==> config.mk <==
export PLATFORM = sky130hd
export DESIGN_NAME = ptsf_csr
export DESIGN_NICKNAME = d
export VERILOG_FILES = /design/src/ptsf_pkg.sv /design/src/ptsf_csr.sv
export SDC_FILE = /design/constraint.sdc
export NUM_CORES = 1
export LEC_CHECK = 0
export CAP_MARGIN = 20
export CORE_ASPECT_RATIO = 0.75
export CORE_MARGIN = 2
export CORE_UTILIZATION = 40
export DETAILED_ROUTE_END_ITERATION = 12
export DONT_BUFFER_PORTS = 1
export PLACE_DENSITY = 0.57
export SLEW_MARGIN = 25
export SYNTH_ARGS = -nofsm -noshare
export SYNTH_HDL_FRONTEND = slang
export SYNTH_SLANG_ARGS = --single-unit
==> constraint.sdc <==
create_clock -name clock -period 1.1 [get_ports clock]
set_input_delay 0.11 -clock clock [delete_from_list [all_inputs] [get_ports clock]]
set_output_delay 0.11 -clock clock [all_outputs]
set_load 0.005 [all_outputs]
==> src/ptsf_pkg.sv <==
package ptsf_pkg;

   // Palette geometry.
   localparam int PALETTE_ENTRIES = 256;
   localparam int PAL_IDX_W       = $clog2(PALETTE_ENTRIES);

   // Fixed field widths.
   localparam int PIX_W      = 32;
   localparam int CHAN_W     = 8;
   localparam int IDX_W      = 8;
   localparam int SHIFT_W    = 5;
   localparam int SHIFTS_W   = 4 * SHIFT_W;
   localparam int COUNT_W    = 3;
   localparam int CSR_ADDR_W = 3;
   localparam int CSR_DATA_W = 32;

   // One more bit than a pixel index, so that the palette size itself fits.
   localparam logic [IDX_W:0] PAL_LIMIT = (IDX_W + 1)'(PALETTE_ENTRIES);

   // Word actions.
   localparam logic ACTION_CONVERT   = 1'b0;
   localparam logic ACTION_PAL_WRITE = 1'b1;

   // Source modes.
   localparam logic [1:0] MODE_RGBA    = 2'd0;
   localparam logic [1:0] MODE_GRAY    = 2'd1;
   localparam logic [1:0] MODE_INDEXED = 2'd2;
   localparam logic [1:0] MODE_BITMAP  = 2'd3;

   // Output depths.
   localparam logic [1:0] DEPTH_8  = 2'd0;
   localparam logic [1:0] DEPTH_16 = 2'd1;
   localparam logic [1:0] DEPTH_24 = 2'd2;
   localparam logic [1:0] DEPTH_32 = 2'd3;

   // Byte counts per depth.
   localparam logic [COUNT_W-1:0] BYTES_8  = 3'd1;
   localparam logic [COUNT_W-1:0] BYTES_16 = 3'd2;
   localparam logic [COUNT_W-1:0] BYTES_24 = 3'd3;
   localparam logic [COUNT_W-1:0] BYTES_32 = 3'd4;

   // Register indexes.
   localparam logic [CSR_ADDR_W-1:0] REG_SOURCE_MODE    = 3'd0;
   localparam logic [CSR_ADDR_W-1:0] REG_OUTPUT_DEPTH   = 3'd1;
   localparam logic [CSR_ADDR_W-1:0] REG_CHANNEL_SHIFTS = 3'd2;
   localparam logic [CSR_ADDR_W-1:0] REG_RED_MASK       = 3'd3;
   localparam logic [CSR_ADDR_W-1:0] REG_GREEN_MASK     = 3'd4;
   localparam logic [CSR_ADDR_W-1:0] REG_BLUE_MASK      = 3'd5;
   localparam logic [CSR_ADDR_W-1:0] REG_ALPHA_MASK     = 3'd6;

   typedef struct packed {
      logic [1:0]          source_mode;
      logic [1:0]          output_depth;
      logic [SHIFTS_W-1:0] channel_shifts;
      logic [PIX_W-1:0]    red_mask;
      logic [PIX_W-1:0]    green_mask;
      logic [PIX_W-1:0]    blue_mask;
      logic [PIX_W-1:0]    alpha_mask;
   } cfg_type;

   // Pixel held in the palette read stage.
   typedef struct packed {
      logic [PIX_W-1:0] pix;
      logic             in_range;
   } stage_type;

   function automatic logic [PIX_W-1:0] place_channel(input logic [CHAN_W-1:0]  chan,
                                                      input logic [SHIFT_W-1:0] sh,
                                                      input logic [PIX_W-1:0]   mask);
      return (PIX_W'(chan) << sh) & mask;
   endfunction

endpackage

==> src/ptsf_csr.sv <==
module ptsf_csr (
   input  logic                            clock,
   input  logic                            reset,
   input  logic                            csr_we,
   input  logic [ptsf_pkg::CSR_ADDR_W-1:0] csr_index,
   input  logic [ptsf_pkg::CSR_DATA_W-1:0] csr_wdata,
   output ptsf_pkg::cfg_type               cfg
);
   import ptsf_pkg::*;

   cfg_type cfg_ff;
   cfg_type cfg_in;

   always_comb begin
      cfg_in = cfg_ff;
      if (csr_we) begin
         case (csr_index)
            REG_SOURCE_MODE:    cfg_in.source_mode    = csr_wdata[1:0];
            REG_OUTPUT_DEPTH:   cfg_in.output_depth   = csr_wdata[1:0];
            REG_CHANNEL_SHIFTS: cfg_in.channel_shifts = csr_wdata[SHIFTS_W-1:0];
            REG_RED_MASK:       cfg_in.red_mask       = csr_wdata;
            REG_GREEN_MASK:     cfg_in.green_mask     = csr_wdata;
            REG_BLUE_MASK:      cfg_in.blue_mask      = csr_wdata;
            REG_ALPHA_MASK:     cfg_in.alpha_mask     = csr_wdata;
            default:            cfg_in = cfg_ff;
         endcase
      end
   end

   always_ff @(posedge clock) begin
      if (reset) begin
         cfg_ff.source_mode    <= MODE_RGBA;
         cfg_ff.output_depth   <= DEPTH_32;
         cfg_ff.channel_shifts <= '0;
         cfg_ff.red_mask       <= 32'h0000_00FF;
         cfg_ff.green_mask     <= 32'h0000_FF00;
         cfg_ff.blue_mask      <= 32'h00FF_0000;
         cfg_ff.alpha_mask     <= 32'hFF00_0000;
      end else begin
         cfg_ff <= cfg_in;
      end
   end

   assign cfg = cfg_ff;

endmodule

==> flow_metrics.env, run 1 <==
export IMPL_dp_hpwl_microns=9526
export IMPL_grt_pass1_vias=4168
export IMPL_place_gp_congestion=0.7626
export IMPL_drt_iter0_markers=184
export IMPL_fin_skew_ns=0
export IMPL_htreeDepth=4
export IMPL_fin_area_sq_mm=0.007357
export IMPL_path_buf_inv=2
export IMPL_pin_count=190
export IMPL_violations="negative hold slack, negative setup slack"
export IMPL_core_area_sq_mm=0.01513
export IMPL_synth_simple_area_share_pct=21.20
export IMPL_leakagePower_nw=3.212
export IMPL_min_to="cfg[105]$_SDFFE_PP0P_"
export IMPL_clock_sinks=152
export IMPL_vias=4008
export IMPL_peakVddDrop_mv=0.8663
export IMPL_area_growth_pct=19.61
export IMPL_vias_per_cell=4.882
export IMPL_cts_buffer_depth=2
export IMPL_max_slew_margin_pct=77.52
export IMPL_r2r_setup_slack_ns=0.41
export IMPL_fp_dieW_microns=147.2
export IMPL_critPathRequiredTime_ns=1.39
export IMPL_worstHoldStart="reset"
export IMPL_slew_violations=0
export IMPL_layout_nets=642
export IMPL_cp_slowest_cell="dlygate4sd3_1"
export IMPL_setup_ws_ns=-0.01271
export IMPL_path_class="primary input to register"
export IMPL_synth_xor_xnor_area_share_pct=0
export IMPL_layout_drive_gt1_share_pct=7.792
export IMPL_setup_viol=1
export IMPL_synth_top_family_by_area="multiplexers"
export IMPL_num_rows=39
export IMPL_synth_area_sq_mm=0.006151
export IMPL_synthCells=575
export IMPL_placed_area_sq_mm=0.006305
export IMPL_synthAdderAreaFrac_pct=0
export IMPL_arrival_ns=1.40
export IMPL_hold_path_depth=2
export IMPL_wl_per_cell_microns=17.67
export IMPL_avgSynthCellArea_sq_um=10.70
export IMPL_grt_ovfl_total=0
export IMPL_power_density_mw_per_mm2=1680
export IMPL_grt_util_all_layers_pct=18.19
export IMPL_clk_latency_ns=0.41
export IMPL_drc=0
export IMPL_r2r_end="cfg[149]$_SDFFE_PP1P_"
export IMPL_worst_pin_slew_ns=0.3371
export IMPL_hold_slack_ns=-0.1107
export IMPL_first_pass_iters=4
export IMPL_largest_reg_flops=152
export IMPL_wl_microns=14500
export IMPL_synth_compound_area_share_pct=0
export IMPL_cp_depth=4
export IMPL_die_height_microns=111.4
export IMPL_start_util_pct=40.66
export IMPL_max_cap_violations=0
export IMPL_synth_seq_cells=152
export IMPL_die_area_sq_mm=0.01640
export IMPL_antenna_found_initial=0
export IMPL_cts_buffers=17
export IMPL_clkSlewWorstSetupHoldPaths_ns=0.06
export IMPL_timing_fmax_mhz=898.7
export IMPL_hold_viol_final=57
export IMPL_ant_nets=0
export IMPL_critPathCaptureType="register"
export IMPL_yosysWarnings=0
export IMPL_reg2reg_from="cfg[149]$_SDFFE_PP1P_"
export IMPL_cts_setup_buffers=0
export IMPL_grt_pass1_wl_microns=23270
export IMPL_status="finished, violations left"
export IMPL_finalCritPeriodShare_pct=101.2
export IMPL_yosysUniqueCellTypes=14
export IMPL_port_buffers=0
export IMPL_crit_family="buffers and inverters"
export IMPL_layout_common_cells="mux2i_1, dfxtp_1, nand2b_1"
export IMPL_crit_path_frequent_cell="dlygate4sd3_1"
export IMPL_syn_nets=613
export IMPL_fin_crit_ns=1.113
export IMPL_n_antenna_cell=0
export IMPL_cp_start_kind="primary input"
export IMPL_grt_max_degree=217
export IMPL_yosysSeqAreaShare_pct=49.47
export IMPL_cts_tree="built"
export IMPL_hp_class="primary input to register"
export IMPL_cp_max_fo=2
export IMPL_worstPathCellList="dlygate4sd3_1 > nor2_1 > dlygate4sd3_1 > mux2i_1"
export IMPL_synth_mux_area_share_pct=24.74
export IMPL_r2r_cells=2
export IMPL_slowest_delay_ns=0.57
export IMPL_cts_root_buffer="clkbuf_16"
## what timing repair did
item,CTS,global route
hold endpoints to repair,152,152
hold buffers,54,4
endpoints found under the setup margin,0,20
gates resized for setup,0,5
## worst max path at each step
stage	end	slack, ns	from
floorplan	cfg[104]$_SDFFE_PP0P_	0.09	csr_index[2]
global placement	cfg[151]$_SDFFE_PP0P_	0.19	csr_index[0]
detailed placement	cfg[111]$_SDFFE_PP0P_	0.15	csr_index[2]
CTS	cfg[24]$_SDFFE_PP1P_	0.02	csr_wdata[24]
global route	cfg[75]$_SDFFE_PP1P_	-0.0007	csr_wdata[11]
finish	cfg[30]$_SDFFE_PP1P_	-0.01	csr_wdata[30]
## metal layers
metal,vias to the layer above,part of all wire (%),track usage [%]
li1,1953,-,-
met1,1900,45,23.15
met2,140,43,27.32
met3,15,10,9.180
met4,0,1.2,5.064
met5,-,0,0
## stage by stage
step           setup TNS (ns)  setup WS (ns)  util (%)  cells  total power, mW
2_1_floorplan               0        0.09062         -    575            6.319
3_3_place_gp                0         0.1876     41.68    747            6.336
3_5_place_dp                0         0.1503     41.68    747            6.348
4_1_cts                     0        0.02499     49.28    832            12.54
5_1_grt            -0.0006670     -0.0006670     48.64    821            12.85
6_report             -0.01271       -0.01271     48.64    821            12.36
## worst register-to-register path, delay by kind of cell (launching register included)
family | cells | cell delay [ns]
DFF | 1 | 0.39
muxes | 1 | 0.16
and+or+nand+nor | 1 | 0.07
## cell type report
class / count / area [sq um]
Fill cell: 1385 / 7770
Sequential cell: 152 / 3043
Clock inverter: 6 / 113.9
Multi-Input combinational cell: 378 / 2845
Timing Repair Buffer: 55 / 603.1
Clock buffer: 25 / 495.5
Tap cell: 205 / 256.5
## synthesized netlist by cell type (all sizes together)
master   instances  area share [%]
nand2b         150              15
and4b            2            0.33
or4b             1            0.22
nor2            66             4.0
dfxtp          152              49
clkbuf          15            0.92
nand4bb          2            0.37
and4bb           3            0.61
buf             30             3.7
nand4b           2            0.39
mux2i          152              25
## cells by family after synthesis
| logic type | after synthesis |
|---|---|
| buffers and inverters | 45 |
| multiplexers | 152 |
| AND/OR/NAND/NOR | 226 |
| flip-flops | 152 |
## report_power, final
| part | internal (mW) | switching [mW] | leakage (nW) | total, mW |
|---|---|---|---|---|
| clock | 3.81 | 2.18 | 0.290 | 5.99 |
| sequential | 5.63 | 0.106 | 1.23 | 5.74 |
| combinational | 0.370 | 0.261 | 1.69 | 0.630 |
| total | 9.81 | 2.55 | 3.21 | 12.4 |
(Power assumes the default switching activity.)
==> inputs of run 2 (changes only) <==
- CORE_MARGIN: 2 -> 3
==> run 2 against run 1 <==
  * The run ends with negative hold slack left
  * Non-clock buffer count up 5
  * Critical path depth is the same
  * Cell count did not move
  * Sequential share of layout area down 0.24 points
  * Count of clock-buffer cells in the layout fell by 5
  * Largest cell class unchanged
  * Global-route usage fell by 0.18 points
  * Final area rose by 0.58%
  * Clock power is 0.8% higher
==> flow_metrics.env, run 2 (synthesis results as in run 1) <==
export IMPL_cp_max_fo=2
export IMPL_status="finished, violations left"
export IMPL_final_util_pct=50.20
export IMPL_p_switching_mw=2.673
export IMPL_fin_crit_ns=1.093
export IMPL_cts_setup_buffers=0
export IMPL_cts_buffer_depth=2
export IMPL_switching_share_pct=21.52
export IMPL_hp_class="primary input to register"
export IMPL_cp_slowest_cell="dlygate4sd3_1"
export IMPL_arrival_ns=1.39
export IMPL_worst_pin_slew_ns=0.4929
export IMPL_hold_slack_ns=-0.1106
export IMPL_r2r_cells=2
export IMPL_port_buffers=0
export IMPL_hold_viol_final=152
export IMPL_p_int_mw=9.751
export IMPL_max_slew_margin_pct=67.14
export IMPL_worstPathCellList="dlygate4sd3_1 > nor2_1 > dlygate4sd3_1 > mux2i_1"
export IMPL_path_class="primary input to register"
export IMPL_slowest_delay_ns=0.56
export IMPL_pin_count=190
export IMPL_vias=4020
export IMPL_setup_tns_ns=0
export IMPL_place_gp_congestion=0.7098
export IMPL_pwr_share_seq_pct=46.2
export IMPL_wl_per_cell_microns=18.37
export IMPL_cts_tree="built"
export IMPL_die_height_microns=113.4
export IMPL_totalPowerFinal_mw=12.42
export IMPL_leakagePower_nw=3.269
export IMPL_pwr_share_comb_pct=5.2
export IMPL_grt_max_degree=217
export IMPL_peakVddDrop_mv=0.8358
export IMPL_clock_power_share_pct=48.6
export IMPL_grt_util_all_layers_pct=18.01
export IMPL_grt_pass1_vias=4132
export IMPL_area_growth_pct=20.30
export IMPL_fin_skew_ns=0
export IMPL_num_rows=38
export IMPL_crit_family="buffers and inverters"
export IMPL_rsz0062_at_grt="false"
export IMPL_fillers=1321
export IMPL_first_pass_iters=4
export IMPL_dp_slack_ns=0.1119
export IMPL_slew_violations=0
export IMPL_wl_microns=15080
export IMPL_cts_buffers=17
export IMPL_die_area_sq_mm=0.01692
export IMPL_timing_fmax_mhz=914.7
export IMPL_fp_dieW_microns=149.2
export IMPL_finalCritPeriodShare_pct=99.39
export IMPL_violations="negative hold slack"
export IMPL_layout_nets=647
export IMPL_clkSlewWorstSetupHoldPaths_ns=0.06
export IMPL_ant_nets=0
export IMPL_largest_reg_flops=152
export IMPL_setup_viol=0
export IMPL_htreeDepth=4
export IMPL_hold_path_depth=2
export IMPL_path_buf_inv=2
export IMPL_core_area_sq_mm=0.01474
export IMPL_critPathCaptureType="register"
export IMPL_crit_path_frequent_cell="dlygate4sd3_1"
export IMPL_power_density_mw_per_mm2=1679
export IMPL_drc=0
export IMPL_layout_common_cells="mux2i_1, dfxtp_1, nand2b_1"
export IMPL_antenna_found_initial=0
export IMPL_start_util_pct=41.73
export IMPL_layout_drive_gt1_share_pct=7.729
export IMPL_critPathRequiredTime_ns=1.40
export IMPL_clk_latency_ns=0.41
export IMPL_vias_per_cell=4.896
export IMPL_clock_sinks=152
export IMPL_grt_pass1_wl_microns=23510
export IMPL_grt_ovfl_total=0
export IMPL_setup_ws_ns=0.006715
export IMPL_n_antenna_cell=0
export IMPL_drt_iter0_markers=121
export IMPL_cts_root_buffer="clkbuf_16"
export IMPL_cp_start_kind="primary input"
export IMPL_dp_hpwl_microns=9955
export IMPL_cp_depth=4
export IMPL_max_cap_violations=0
==> run 2: timing repair <==
| action | 4_1_cts | 5_1_grt |
|---|---|---|
| gates resized for setup | 0 | 6 |
| hold buffers | 57 | 3 |
| endpoints found under the setup margin | 0 | 18 |
| endpoints found under the hold margin | 152 | 152 |
==> run 2: power by group through the flow <==
stage          registers (mW)  clock network [mW]  logic (mW)
2_1_floorplan            5.82                   0       0.499
3_3_place_gp             5.86                   0       0.472
3_5_place_dp             5.86                   0       0.487
4_1_cts                  5.74                6.20       0.665
5_1_grt                  5.75                6.42       0.705
6_report                 5.74                6.04       0.644
==> run 2: cell type report <==
cell class	instances	area [sq um]	area share, %
timing repair buffer	60	653.1	8.827
multi-input combinational	378	2840	38.38
tap	200	250.2	3.382
clock inverter	11	146.4	1.978
sequential	152	3043	41.12
clock buffer	20	466.7	6.307
==> run 2: worst paths after layout <==
kind                         start                     to  slack (ns)
min                   csr_wdata[1]  cfg[149]$_SDFFE_PP1P_       -0.11
max                  csr_wdata[26]   cfg[26]$_SDFFE_PP1P_       0.007
min reg2reg  cfg[136]$_SDFFE_PP0P_  cfg[136]$_SDFFE_PP0P_        0.49
max reg2reg   cfg[12]$_SDFFE_PP0P_   cfg[12]$_SDFFE_PP0P_        0.42
==> run 2: layer usage <==
| metal | routed length, microns | up-vias | part of all wire [%] | GRT usage (%) |
|---|---|---|---|---|
| li1 | - | 1963 | - | - |
| met1 | 6533 | 1916 | 43 | 22.50 |
| met2 | 6802 | 125 | 45 | 27.27 |
| met3 | 1599 | 16 | 11 | 9.611 |
| met4 | 143 | 0 | 0.95 | 4.939 |
| met5 | 0 | - | 0 | 0 |
==> run 2: metrics by stage <==
stage	std cells	area (sq um)	hold WS [ns]
after floorplan	575	6151	0.2712
after global placement	740	6271	0.2724
after detailed placement	740	6271	0.2816
after CTS	828	7455	-0.1528
after global routing	821	7400	-0.1406
final	821	7400	-0.1106
==> inputs of run 3 (changes only) <==
- ABC_AREA: not set -> 1
==> run 3 against run 2 <==
  * The run now ends clean
  * Combinational power rose by 63%
  * Sequential share of layout area increased by 1.7 points
  * Cell count increased by 30%
  * Die area is 4.5% lower
  * Routed wire length rose by 23%
  * Flip-flop and latch count is the same
  * Register-to-register slack improved by 0.04 ns
  * Global-route usage up 4.7 points
  * Setup slack gained 0.18 ns
  * Fmax up 19%
  * Largest power group is now registers
==> flow_metrics.env, run 3 <==
export IMPL_fin_crit_ns=0.9178
export IMPL_layout_nets=899
export IMPL_largest_reg_flops=152
export IMPL_synthDominantCellAreaShare_pct=51.91
export IMPL_grt_pass1_vias=5203
export IMPL_wl_per_cell_microns=17.33
export IMPL_die_height_microns=110.8
export IMPL_synth_top_cells_by_area="dfxtp_1, nor2_1, nand3_1"
export IMPL_max_slew_margin_pct=72.86
export IMPL_synth_edff_count=0
export IMPL_totalPowerFinal_mw=12.56
export IMPL_clock_sinks=152
export IMPL_vias_per_cell=5.046
export IMPL_rsz0062_at_grt="false"
export IMPL_placed_area_sq_mm=0.006215
export IMPL_worst_pin_slew_ns=0.4066
export IMPL_leakagePower_nw=3.128
export IMPL_port_buffers=0
export IMPL_grt_use_met3_pct=10.79
export IMPL_ant_nets=0
export IMPL_fin_skew_ns=0
export IMPL_clkSlewWorstSetupHoldPaths_ns=0.06
export IMPL_start_util_pct=41.79
export IMPL_grt_max_degree=91
export IMPL_grt_pass1_wl_microns=28900
export IMPL_arrival_ns=0.81
export IMPL_drc=0
export IMPL_peakVddDrop_mv=0.9277
export IMPL_avgSynthCellArea_sq_um=6.987
export IMPL_status="finished clean"
export IMPL_grt_util_all_layers_pct=22.75
export IMPL_async_reset_ff_share_pct=0
export IMPL_cts_setup_buffers=0
export IMPL_yosysMostFrequentCell="nor2_1"
export IMPL_wl_microns=18530
export IMPL_hold_slack_ns=0.03663
export IMPL_critPathRequiredTime_ns=0.99
export IMPL_num_rows=37
export IMPL_path_class="register to output port"
export IMPL_core_area_sq_mm=0.01403
export IMPL_yosys_area_top_type="dfxtp_1"
export IMPL_grt_ovfl_total=0
export IMPL_n_antenna_cell=0
export IMPL_setup_ws_ns=0.1822
export IMPL_yosysWarnings=0
export IMPL_first_pass_iters=5
export IMPL_fp_dieW_microns=145.8
export IMPL_layout_common_cells="nor2_1, nand2_1, nand3_1"
export IMPL_die_area_sq_mm=0.01616
export IMPL_fin_area_sq_mm=0.007107
export IMPL_hp_class="primary input to register"
export IMPL_busiest_layer="met2"
export IMPL_dp_hpwl_microns=12510
export IMPL_yosysSeqAreaShare_pct=51.91
export IMPL_critPathCaptureType="output port"
export IMPL_final_util_pct=50.66
export IMPL_synth_seq_cells=152
export IMPL_hold_viol_final=0
export IMPL_slew_violations=0
export IMPL_synth_common_cells="nor2_1, nand2_1, nand3_1"
export IMPL_cts_tree="built"
export IMPL_cp_start_kind="register"
export IMPL_power_density_mw_per_mm2=1768
export IMPL_yosysUniqueCellTypes=11
export IMPL_clk_latency_ns=0.41
export IMPL_synth_top_flop_cell="dfxtp_1"
export IMPL_synthCells=839
export IMPL_timing_fmax_mhz=1090
export IMPL_met2_usage_pct=35.43
export IMPL_max_cap_violations=0
export IMPL_dp_slack_ns=-0.03970
export IMPL_drt_iter0_markers=409
export IMPL_pin_count=190
export IMPL_area_growth_pct=21.24
export IMPL_cts_buffer_depth=2
export IMPL_cts_buffers=17
export IMPL_layout_cells_non_filler=1069
export IMPL_post_place_cells=1005
export IMPL_vias=5394
export IMPL_cp_max_fo=2
export IMPL_layout_drive_gt1_share_pct=7.551
export IMPL_antenna_found_initial=0
export IMPL_place_gp_congestion=0.8567
export IMPL_finalCritPeriodShare_pct=83.44
export IMPL_grtUsageMet1_pct=28.15
export IMPL_cts_root_buffer="clkbuf_16"
export IMPL_setup_tns_ns=0
export IMPL_syn_nets=877
export IMPL_setup_viol=0
export IMPL_htreeDepth=4
export IMPL_synth_area_sq_mm=0.005862
export IMPL_final_common_cell="nor2_1"
==> run 3: cell families (layout without fill, tap and decap cells) <==
logic type / after synthesis / count (layout) / share of synthesized area, %
buffers and inverters: 92 / 127 / 6.617
DFF: 152 / 152 / 51.91
and+or+nand+nor: 595 / 595 / 41.47
==> run 3: metal layers <==
| layer | part of all wire (%) | up-vias |
|---|---|---|
| met5 | 0 | - |
| met3 | 13 | 22 |
| met4 | 1.4 | 0 |
| li1 | - | 2648 |
| met2 | 44 | 274 |
| met1 | 42 | 2450 |
==> run 3: worst min-delay path, stage by stage <==
cell and delay (ns):
inv_1 0.09, nand3_1 0.10, nand2_1 0.04, nor2_1 0.07
==> run 3: where the power goes <==
part / internal [mW] / leakage (nW) / switching, mW
clock network: 3.37 / 0.285 / 2.27
logic: 0.382 / 1.61 / 0.668
registers: 5.70 / 1.24 / 0.171
==> run 3: path summary, 6_finish.rpt <==
kind / from / cells past startpoint / endpoint / slack (ns)
hold / removal: csr_wdata[0] / 4 / cfg[32]$_SDFFE_PP0P_ / 0.04
setup reg to reg: cfg[26]$_SDFFE_PP1P_ / 2 / cfg[26]$_SDFFE_PP1P_ / 0.46
setup / recovery: cfg[32]$_SDFFE_PP0P_ / 0 / cfg[32] / 0.18
hold reg to reg: cfg[100]$_SDFFE_PP1P_ / 2 / cfg[100]$_SDFFE_PP1P_ / 0.49
==> run 3: final cells by class <==
cell class	instances	area [sq um]
flip-flops and latches	152	3043
clock inverters	14	132.6
well taps	195	244.0
multi-input cells	595	2461
fillers	1371	6920
clock buffers	18	439.2
repair buffers	56	638.1
inverters	39	148.9
==> run 3: timing repair <==
item | 4_1_cts | 5_1_grt
endpoints found under the hold margin | 83 | 0
hold buffers | 32 | 0
resized for setup | 0 | 0
